## src/rtl/kbdi_pkg.sv

```systemverilog
package kbdi_pkg;

    // Result kinds, carried on the master-side tuser.
    localparam logic [1:0] KIND_READ   = 2'd0;
    localparam logic [1:0] KIND_SEG    = 2'd1;
    localparam logic [1:0] KIND_LAMP   = 2'd2;
    localparam logic [1:0] KIND_ACCEPT = 2'd3;

    // Command byte mode field and its codes.
    localparam logic [7:0] MODE_MASK          = 8'he0;
    localparam logic [7:0] MODE_SWITCH_READ   = 8'h40;
    localparam logic [7:0] MODE_DISPLAY_READ  = 8'h60;
    localparam logic [7:0] MODE_DISPLAY_WRITE = 8'h80;

    // Status lamp bits that together select the replay display.
    localparam logic [7:0] REPLAY_LAMP_MASK = 8'h11;

    // Register pointer values that have side effects.
    localparam logic [3:0] PTR_STATUS   = 4'd2;
    localparam logic [3:0] PTR_ZERO_A   = 4'd6;
    localparam logic [3:0] PTR_ZERO_B   = 4'd7;
    localparam logic [3:0] PTR_LAMP_A   = 4'd8;
    localparam logic [3:0] PTR_LAMP_B   = 4'd9;
    localparam logic [3:0] PTR_MILLION  = 4'd10;

    // Fixed segment and lamp positions.
    localparam logic [5:0] SEG_NORMAL_HI  = 6'd15;
    localparam logic [5:0] SEG_NORMAL_LO  = 6'd31;
    localparam logic [5:0] SEG_REPLAY     = 6'd40;
    localparam logic [5:0] SEG_STATUS_A   = 6'd32;
    localparam logic [5:0] SEG_MILLION_A  = 6'd33;
    localparam logic [5:0] SEG_MILLION_B  = 6'd34;
    localparam logic [5:0] SEG_STATUS_B   = 6'd35;
    localparam logic [5:0] SEG_ZERO       = 6'd36;
    localparam logic [5:0] LAMP_STATUS    = 6'd8;
    localparam logic [5:0] LAMP_A         = 6'd9;
    localparam logic [5:0] LAMP_B         = 6'd10;
    localparam logic [5:0] LAMP_MILLION   = 6'd11;

    localparam int unsigned MAX_RESULTS = 5;

    typedef struct packed {
        logic [1:0] kind;
        logic [5:0] target_index;
        logic [7:0] value;
    } t_result;

    // BCD digit to seven-segment pattern, bit0 is segment a. Codes above nine blank.
    function automatic logic [7:0] seg_font(input logic [3:0] digit);
        logic [7:0] pattern;
        case (digit)
            4'd0:    pattern = 8'h3f;
            4'd1:    pattern = 8'h06;
            4'd2:    pattern = 8'h5b;
            4'd3:    pattern = 8'h4f;
            4'd4:    pattern = 8'h66;
            4'd5:    pattern = 8'h6d;
            4'd6:    pattern = 8'h7c;
            4'd7:    pattern = 8'h07;
            4'd8:    pattern = 8'h7f;
            4'd9:    pattern = 8'h67;
            default: pattern = 8'h00;
        endcase
        return pattern;
    endfunction

endpackage

```

## src/rtl/keyboard_display_interface_unit.sv

```systemverilog
// Keyboard/display interface unit, bus side of a keyboard/display controller.
// The first result of an item is presented in the cycle after the item is accepted.
// Items with a single result are taken one item per cycle while the output accepts every result;
// an item with N results (N up to 5) holds the result buffer until all N have left the output.
// Reset: synchronous, active low; clears command, pointer, read byte, lamp byte, digit flag,
// the replay disable register and the result count (the buffer slots are not reset).
module keyboard_display_interface_unit (
    input  logic        i_clk,
    input  logic        i_rst_n,

    // Configuration write channel: replay_display_disable.
    input  logic        i_cfg_valid,
    output logic        o_cfg_ready,
    input  logic        i_cfg_data,

    // Bus access items.
    input  logic        s_axis_tvalid,
    output logic        s_axis_tready,
    input  logic [71:0] s_axis_tdata,   // [7:0] write_data, [71:8] switch_matrix
    input  logic [1:0]  s_axis_tuser,   // [0] cmd, [1] port_select

    // Result items.
    output logic        m_axis_tvalid,
    input  logic        m_axis_tready,
    output logic [15:0] m_axis_tdata,   // [5:0] target_index, [13:6] value, [15:14] zero
    output logic [1:0]  m_axis_tuser,   // [1:0] kind
    output logic        m_axis_tlast
);

    // Architectural state of the controller.
    logic        r_replay_disable;
    logic [7:0]  r_command;
    logic [3:0]  r_pointer;
    logic [7:0]  r_last_read;
    logic [7:0]  r_status_lamp;
    logic        r_digit36_done;

    // Result buffer: slot 0 is the item on the output, later slots shift down.
    kbdi_pkg::t_result r_slot [kbdi_pkg::MAX_RESULTS];
    logic [2:0]        r_count;

    // Next values, computed from the incoming item and the present state.
    kbdi_pkg::t_result n_slot [kbdi_pkg::MAX_RESULTS];
    logic [2:0]        n_count;
    logic [7:0]        n_command;
    logic [3:0]        n_pointer;
    logic [7:0]        n_last_read;
    logic [7:0]        n_status_lamp;
    logic              n_digit36_done;

    logic              in_accept;
    logic              out_accept;
    logic              in_write;
    logic              in_port_cmd;
    logic [7:0]        in_data;
    logic [63:0]       in_switch;
    logic [7:0]        mode;
    logic [3:0]        ptr_step;
    logic [7:0]        digit_hi;
    logic [7:0]        digit_lo;
    logic [7:0]        digit_one;
    logic              replay_path;
    kbdi_pkg::t_result extra [3];
    logic [1:0]        extra_count;

    assign in_write    = s_axis_tuser[0];
    assign in_port_cmd = s_axis_tuser[1];
    assign in_data     = s_axis_tdata[7:0];
    assign in_switch   = s_axis_tdata[71:8];

    // A new item may enter when the buffer is empty or its last result leaves now.
    assign s_axis_tready = (r_count == 3'd0) || ((r_count == 3'd1) && m_axis_tready);
    assign in_accept     = s_axis_tvalid && s_axis_tready;
    assign out_accept    = m_axis_tvalid && m_axis_tready;

    assign o_cfg_ready   = 1'b1;

    assign m_axis_tvalid = (r_count != 3'd0);
    assign m_axis_tlast  = (r_count == 3'd1);
    assign m_axis_tuser  = r_slot[0].kind;
    assign m_axis_tdata  = {2'b00, r_slot[0].value, r_slot[0].target_index};

    assign mode      = r_command & kbdi_pkg::MODE_MASK;
    // The pointer wraps at sixteen, which the 4-bit add gives for free.
    assign ptr_step  = r_command[4] ? (r_pointer + 4'd1) : r_pointer;
    assign digit_hi  = kbdi_pkg::seg_font(in_data[7:4]);
    assign digit_lo  = kbdi_pkg::seg_font(in_data[3:0]);
    assign digit_one = kbdi_pkg::seg_font(4'd1);
    // The replay path looks at the lamp byte as it stood before this write.
    assign replay_path = !r_replay_disable &&
                         ((r_status_lamp & kbdi_pkg::REPLAY_LAMP_MASK)
                          == kbdi_pkg::REPLAY_LAMP_MASK);

    // Side results of a display write that depend on the pointer value.
    always_comb begin
        for (int i = 0; i < 3; i++) begin
            extra[i] = '{kind: kbdi_pkg::KIND_SEG, target_index: 6'd0, value: 8'd0};
        end
        extra_count    = 2'd0;
        n_status_lamp  = r_status_lamp;
        n_digit36_done = r_digit36_done;
        case (r_pointer)
            kbdi_pkg::PTR_STATUS: begin
                n_status_lamp = in_data;
                extra[0] = '{kind: kbdi_pkg::KIND_LAMP, target_index: kbdi_pkg::LAMP_STATUS,
                             value: in_data};
                extra[1] = '{kind: kbdi_pkg::KIND_SEG, target_index: kbdi_pkg::SEG_STATUS_A,
                             value: in_data[6] ? digit_one : 8'd0};
                extra[2] = '{kind: kbdi_pkg::KIND_SEG, target_index: kbdi_pkg::SEG_STATUS_B,
                             value: in_data[2] ? digit_one : 8'd0};
                extra_count = 2'd3;
            end
            kbdi_pkg::PTR_ZERO_A, kbdi_pkg::PTR_ZERO_B: begin
                if (!r_digit36_done) begin
                    n_digit36_done = 1'b1;
                    extra[0] = '{kind: kbdi_pkg::KIND_SEG, target_index: kbdi_pkg::SEG_ZERO,
                                 value: kbdi_pkg::seg_font(4'd0)};
                    extra_count = 2'd1;
                end
            end
            kbdi_pkg::PTR_LAMP_A: begin
                extra[0] = '{kind: kbdi_pkg::KIND_LAMP, target_index: kbdi_pkg::LAMP_A,
                             value: in_data};
                extra_count = 2'd1;
            end
            kbdi_pkg::PTR_LAMP_B: begin
                extra[0] = '{kind: kbdi_pkg::KIND_LAMP, target_index: kbdi_pkg::LAMP_B,
                             value: in_data};
                extra_count = 2'd1;
            end
            kbdi_pkg::PTR_MILLION: begin
                extra[0] = '{kind: kbdi_pkg::KIND_LAMP, target_index: kbdi_pkg::LAMP_MILLION,
                             value: in_data};
                extra[1] = '{kind: kbdi_pkg::KIND_SEG, target_index: kbdi_pkg::SEG_MILLION_A,
                             value: in_data[6] ? digit_one : 8'd0};
                extra[2] = '{kind: kbdi_pkg::KIND_SEG, target_index: kbdi_pkg::SEG_MILLION_B,
                             value: in_data[2] ? digit_one : 8'd0};
                extra_count = 2'd3;
            end
            default: begin
                extra_count = 2'd0;
            end
        endcase
    end

    // One pass over the access: next state and the full list of results.
    always_comb begin
        for (int i = 0; i < kbdi_pkg::MAX_RESULTS; i++) begin
            n_slot[i] = '{kind: kbdi_pkg::KIND_ACCEPT, target_index: 6'd0, value: 8'd0};
        end
        n_count     = 3'd1;
        n_command   = r_command;
        n_pointer   = r_pointer;
        n_last_read = r_last_read;

        if (!in_write) begin
            // Read: a switch column, a blank display byte, or the previous byte again.
            if (mode == kbdi_pkg::MODE_SWITCH_READ) begin
                n_last_read = in_switch[{r_command[2:0], 3'b000} +: 8];
            end else if (mode == kbdi_pkg::MODE_DISPLAY_READ) begin
                n_last_read = 8'd0;
            end
            n_pointer = ptr_step;
            n_slot[0] = '{kind: kbdi_pkg::KIND_READ, target_index: 6'd0, value: n_last_read};
        end else if (in_port_cmd) begin
            n_command = in_data;
            if (in_data[4]) begin
                n_pointer = in_data[3:0];
            end
        end else begin
            n_pointer = ptr_step;
            if (mode == kbdi_pkg::MODE_DISPLAY_WRITE) begin
                if (replay_path) begin
                    n_slot[0] = '{kind: kbdi_pkg::KIND_SEG,
                                  target_index: kbdi_pkg::SEG_REPLAY + {2'b00, r_pointer},
                                  value: digit_hi};
                    n_slot[1] = extra[0];
                    n_slot[2] = extra[1];
                    n_slot[3] = extra[2];
                    n_count   = 3'd1 + {1'b0, extra_count};
                end else begin
                    // Normal digits sit at mirrored positions of the two display rows.
                    n_slot[0] = '{kind: kbdi_pkg::KIND_SEG,
                                  target_index: kbdi_pkg::SEG_NORMAL_HI - {2'b00, r_pointer},
                                  value: digit_hi};
                    n_slot[1] = '{kind: kbdi_pkg::KIND_SEG,
                                  target_index: kbdi_pkg::SEG_NORMAL_LO - {2'b00, r_pointer},
                                  value: digit_lo};
                    n_slot[2] = extra[0];
                    n_slot[3] = extra[1];
                    n_slot[4] = extra[2];
                    n_count   = 3'd2 + {1'b0, extra_count};
                end
            end
        end
    end

    // State registers and the result buffer.
    always_ff @(posedge i_clk) begin
        if (!i_rst_n) begin
            r_replay_disable <= 1'b0;
            r_command        <= 8'd0;
            r_pointer        <= 4'd0;
            r_last_read      <= 8'd0;
            r_status_lamp    <= 8'd0;
            r_digit36_done   <= 1'b0;
            r_count          <= 3'd0;
        end else begin
            if (i_cfg_valid && o_cfg_ready) begin
                r_replay_disable <= i_cfg_data;
            end
            if (in_accept) begin
                r_command   <= n_command;
                r_pointer   <= n_pointer;
                r_last_read <= n_last_read;
                r_count     <= n_count;
                // Lamp byte and digit flag change only on display-mode data writes.
                if (in_write && !in_port_cmd && (mode == kbdi_pkg::MODE_DISPLAY_WRITE)) begin
                    r_status_lamp  <= n_status_lamp;
                    r_digit36_done <= n_digit36_done;
                end
            end else if (out_accept) begin
                r_count <= r_count - 3'd1;
            end
        end
    end

    always_ff @(posedge i_clk) begin
        if (in_accept) begin
            for (int i = 0; i < kbdi_pkg::MAX_RESULTS; i++) begin
                r_slot[i] <= n_slot[i];
            end
        end else if (out_accept) begin
            for (int i = 0; i < kbdi_pkg::MAX_RESULTS - 1; i++) begin
                r_slot[i] <= r_slot[i + 1];
            end
        end
    end

    // A new item is only taken while the buffer drains its final result or is empty.
    assert property (@(posedge i_clk) disable iff (!i_rst_n)
        (s_axis_tready && m_axis_tvalid) |-> m_axis_tlast)
        else $error("item accepted while more than one result was pending");

    // The buffer never holds more results than one access can cause.
    assert property (@(posedge i_clk) disable iff (!i_rst_n)
        r_count <= 3'(kbdi_pkg::MAX_RESULTS))
        else $error("result buffer count out of range");

    // Every accepted item shows a result in the next cycle.
    assert property (@(posedge i_clk) disable iff (!i_rst_n)
        in_accept |=> m_axis_tvalid)
        else $error("accepted item produced no result");

    // A command write answers with a single write-accepted result.
    assert property (@(posedge i_clk) disable iff (!i_rst_n)
        (in_accept && in_write && in_port_cmd) |=>
            (m_axis_tlast && (m_axis_tuser == kbdi_pkg::KIND_ACCEPT)))
        else $error("command write result malformed");

endmodule

```

## config.mk

```make
export PLATFORM = sky130hd
export DESIGN_NAME = keyboard_display_interface_unit
export DESIGN_NICKNAME = d
export VERILOG_FILES = /design/src/rtl/kbdi_pkg.sv /design/src/rtl/keyboard_display_interface_unit.sv
export SDC_FILE = /design/constraint.sdc
export NUM_CORES = 1
export LEC_CHECK = 0
export BUFFER_PORTS_ARGS = -buffer_cell sky130_fd_sc_hd__buf_4
export CORE_MARGIN = 3
export CORE_UTILIZATION = 53
export CTS_CLUSTER_SIZE = 10
export DETAILED_ROUTE_END_ITERATION = 10
export PLACE_DENSITY_LB_ADDON = 0.25
export SKIP_LAST_GASP = 1
export SLEW_MARGIN = 40
export SYNTH_ARGS = -nofsm -noshare
export SYNTH_HDL_FRONTEND = slang
export SYNTH_SLANG_ARGS = --single-unit
```

## constraint.sdc

```tcl
create_clock -name i_clk -period 2.7 [get_ports i_clk]
set_input_delay 0.405 -clock i_clk [delete_from_list [all_inputs] [get_ports i_clk]]
set_output_delay 0.405 -clock i_clk [all_outputs]
set_load 0.01 [all_outputs]
```

==> impl_metrics.py <==
metrics = {
    "clocking": {
        "cts_buffers": 9,
        "cts-resized-gates": 0,
        "clkTransAtPathRegs_ps": 90,
        "clkSinkCount": 82,
        "clk_path_buf_depth": 2,
        "holdBufCountCts": 0,
        "cts_tree": "done",
        "cts_setup_buffers": 0,
        "htreeDepth": 3,
        "cts_root_buffer": "clkbuf_8",
        "clock_latency_ps": 350,
    },
    "drt": {
        "drc": 0,
        "wl_per_cell_um": 17.6,
        "vias_per_cell": 5.95,
        "drtIter0Drc": 322,
        "num_vias": 4077,
        "antenna_left": 0,
        "wirelength_um": 12000,
        "dr.pass1.iters": 6,
    },
    "sta": {
        "clock_skew_ps": 8.42,
        "fin_tns_setup_ps": 0,
        "max_freq_mhz": 434,
        "period_needed_ps": 2300,
        "hold_viol": 0,
        "slew_viol_final": 0,
        "post-route-period-util_pct": 85.2,
        "setup_viol": 0,
        "rsz0062_at_grt": "no",
        "slew_headroom_pct": 49.2,
        "worst_pin_slew_ps": 759,
    },
    "finish": {
        "nets": 669,
        "drive_gt1_share_pct": 24.4,
        "area_growth_pct": 16.6,
        "num_antenna_cells": 0,
        "utilization_pct": 65.3,
        "final_common_cell": "buf_4",
        "fillCellCount": 709,
        "final_cell_mix": "buf_4, edfxtp_1, nand2_1, a21oi_1, nor2_1",
    },
    "critical_path": {
        "worstSetupStartpointType": "register",
        "cp_slowest_cell": "dfxtp_1",
        "path_delay_family": "compound AO/OA/AOI/OAI gates",
        "cp.arrival_ps": 2410,
        "worstPathCellList": "buf_4 > mux4_2 > or2_0 > a32oi_1 > o21ai_0 > o21a_1",
        "crit_buf_inv": 1,
        "cp.required_ps": 2810,
        "worstSetupPathType": "register to register",
        "critPathMaxFanout": 7,
        "rrSetupSlack_ps": 400,
        "cp-end-kind": "register",
        "cpPeakStageDelay_ps": 510,
    },
    "floorplanning": {
        "die_h_um": 103,
        "die_w_um": 103,
        "initial_utilization_pct": 56.0,
        "dieArea_um2": 10600,
        "rows": 34,
        "core_um2": 8930,
        "ios": 102,
    },
    "worst_hold_path": {
        "min_path_type": "primary input to register",
    },
    "grt": {
        "grt_pass1_vias": 3869,
        "antenna_found_initial": 0,
        "grt_usage_pct": 23.2,
        "grt_overflow": 0,
        "grt_pass1_wl_um": 19000,
        "grt_max_degree": 42,
    },
    "logic_synthesis": {
        "synth-async-reset-ratio_pct": 0,
        "synth_ff_type": "edfxtp_1",
        "yosysTopAreaCell": "edfxtp_1",
        "syn-instance-count": 504,
        "netlist_area_um2": 5000,
        "synth_top_area_share_pct": 33.6,
        "synth_area_leaders": "edfxtp_1, dfxtp_1, mux2i_1",
        "yosysWarnings": 0,
        "seq_area_frac_synth_pct": 44.0,
        "synth_edf_count": 56,
        "synth_cell_type_count": 59,
        "synth_area_per_cell_um2": 9.92,
        "synth_seq_cells": 82,
    },
    "pwr": {
        "ir_worst_vdd_v": 0.000261,
        "leakagePower_nw": 2.24,
        "p_per_area_nw_per_um2": 609,
    },
    "flow_run": {
        "max_cap_viol_count": 0,
    },
    "placement": {
        "place_hpwl_um": 8820,
        "gp_congestion": 0.899,
        "portBuffers": 98,
    },
    "run_status": {
        "status": "completed",
    },
}
==> worst paths after layout <==
path                                    from                to  cells after the start
worst min-delay path              i_cfg_data  r_replay_disable                      3
worst max register to register  r_command[0]      r_slot[0][2]                      6
worst min register to register    r_count[0]        r_count[0]                      1
worst max-delay path            r_command[0]      r_slot[0][2]                      6
==> area by class of cell <==
cell class,instances,area (µm²),area share (%)
flip-flops and latches,82,2200,37.8
clock buffers,9,124,2.12
repair buffers,112,853,14.6
well taps,108,135,2.32
clock inverters,6,35.0,0.601
inverters,15,56.3,0.966
multi-input cells,353,2420,41.6
==> cells by family after synthesis <==
kind of cell,count (synthesis),synth area share [%]
AND/OR/NAND/NOR,151,15.4
AO/OA/AOI/OAI,143,18.4
flip-flops,82,44.0
buffers and inverters,70,7.56
multiplexers,36,9.78
adder cells (fa/ha/maj),16,4.00
XOR/XNOR,4,0.701
other,2,0.150
==> routing by layer <==
metal / track usage (%) / wire length (µm) / up-vias
met5: 0 / 0 / -
met1: 32.5 / 5240 / 1904
met2: 36.5 / 5700 / 194
li1: - / - / 1959
met3: 4.26 / 889 / 20
met4: 8.07 / 198 / 0
==> power breakdown <==
| group | leakage, nW | internal (W) | switching (W) |
|---|---|---|---|
| Sequential | 0.764 | 0.00166 | 0.0000973 |
| Combinational | 1.40 | 0.000456 | 0.000567 |
| Clock | 0.0823 | 0.000322 | 0.000446 |
==> flip-flops by register name, indices dropped and copies added (netlist names) <==
name              cells
r_count               3
r_replay_disable      1
r_last_read           8
r_command             7
r_pointer             4
r_slot               56
r_status_lamp         2
r_digit36_done        1
==> synthesized netlist by cell type, drive strengths merged, types with 7 or more instances <==
| library cell | instances |
|---|---|
| edfxtp | 56 |
| nand2 | 45 |
| nor2 | 38 |
| o21ai | 38 |
| a21oi | 37 |
| buf | 29 |
| clkbuf | 26 |
| dfxtp | 26 |
| mux2i | 26 |
| ha | 16 |
| inv | 14 |
| nor2b | 14 |
| o21a | 11 |
| nand2b | 10 |
| mux4 | 9 |
| or2 | 9 |
| a22o | 8 |
| a22oi | 7 |
| a32oi | 7 |
==> worst register-to-register path: cells and delay by family, from the launching register on <==
family / cells / cell delay [ps]
DFF: 1 / 510
AOI/OAI and AO/OA: 3 / 570
and+or+nand+nor: 1 / 250
muxes: 1 / 490
buffers and inverters: 1 / 240
==> per-stage QoR <==
stage	total power [W]	worst slack (ps)	std cells	cell area, µm²	hold WS, ps
after global routing	0.00373	308	685	5830	332
after floorplan	0.00247	438	505	5000	442
after CTS	0.00356	399	685	5830	312
after global placement	0.00278	507	670	5670	463
after detailed placement	0.00281	460	670	5670	469
final	0.00355	398	685	5830	319
No activity file was read; power rests on OpenSTA's default activity.
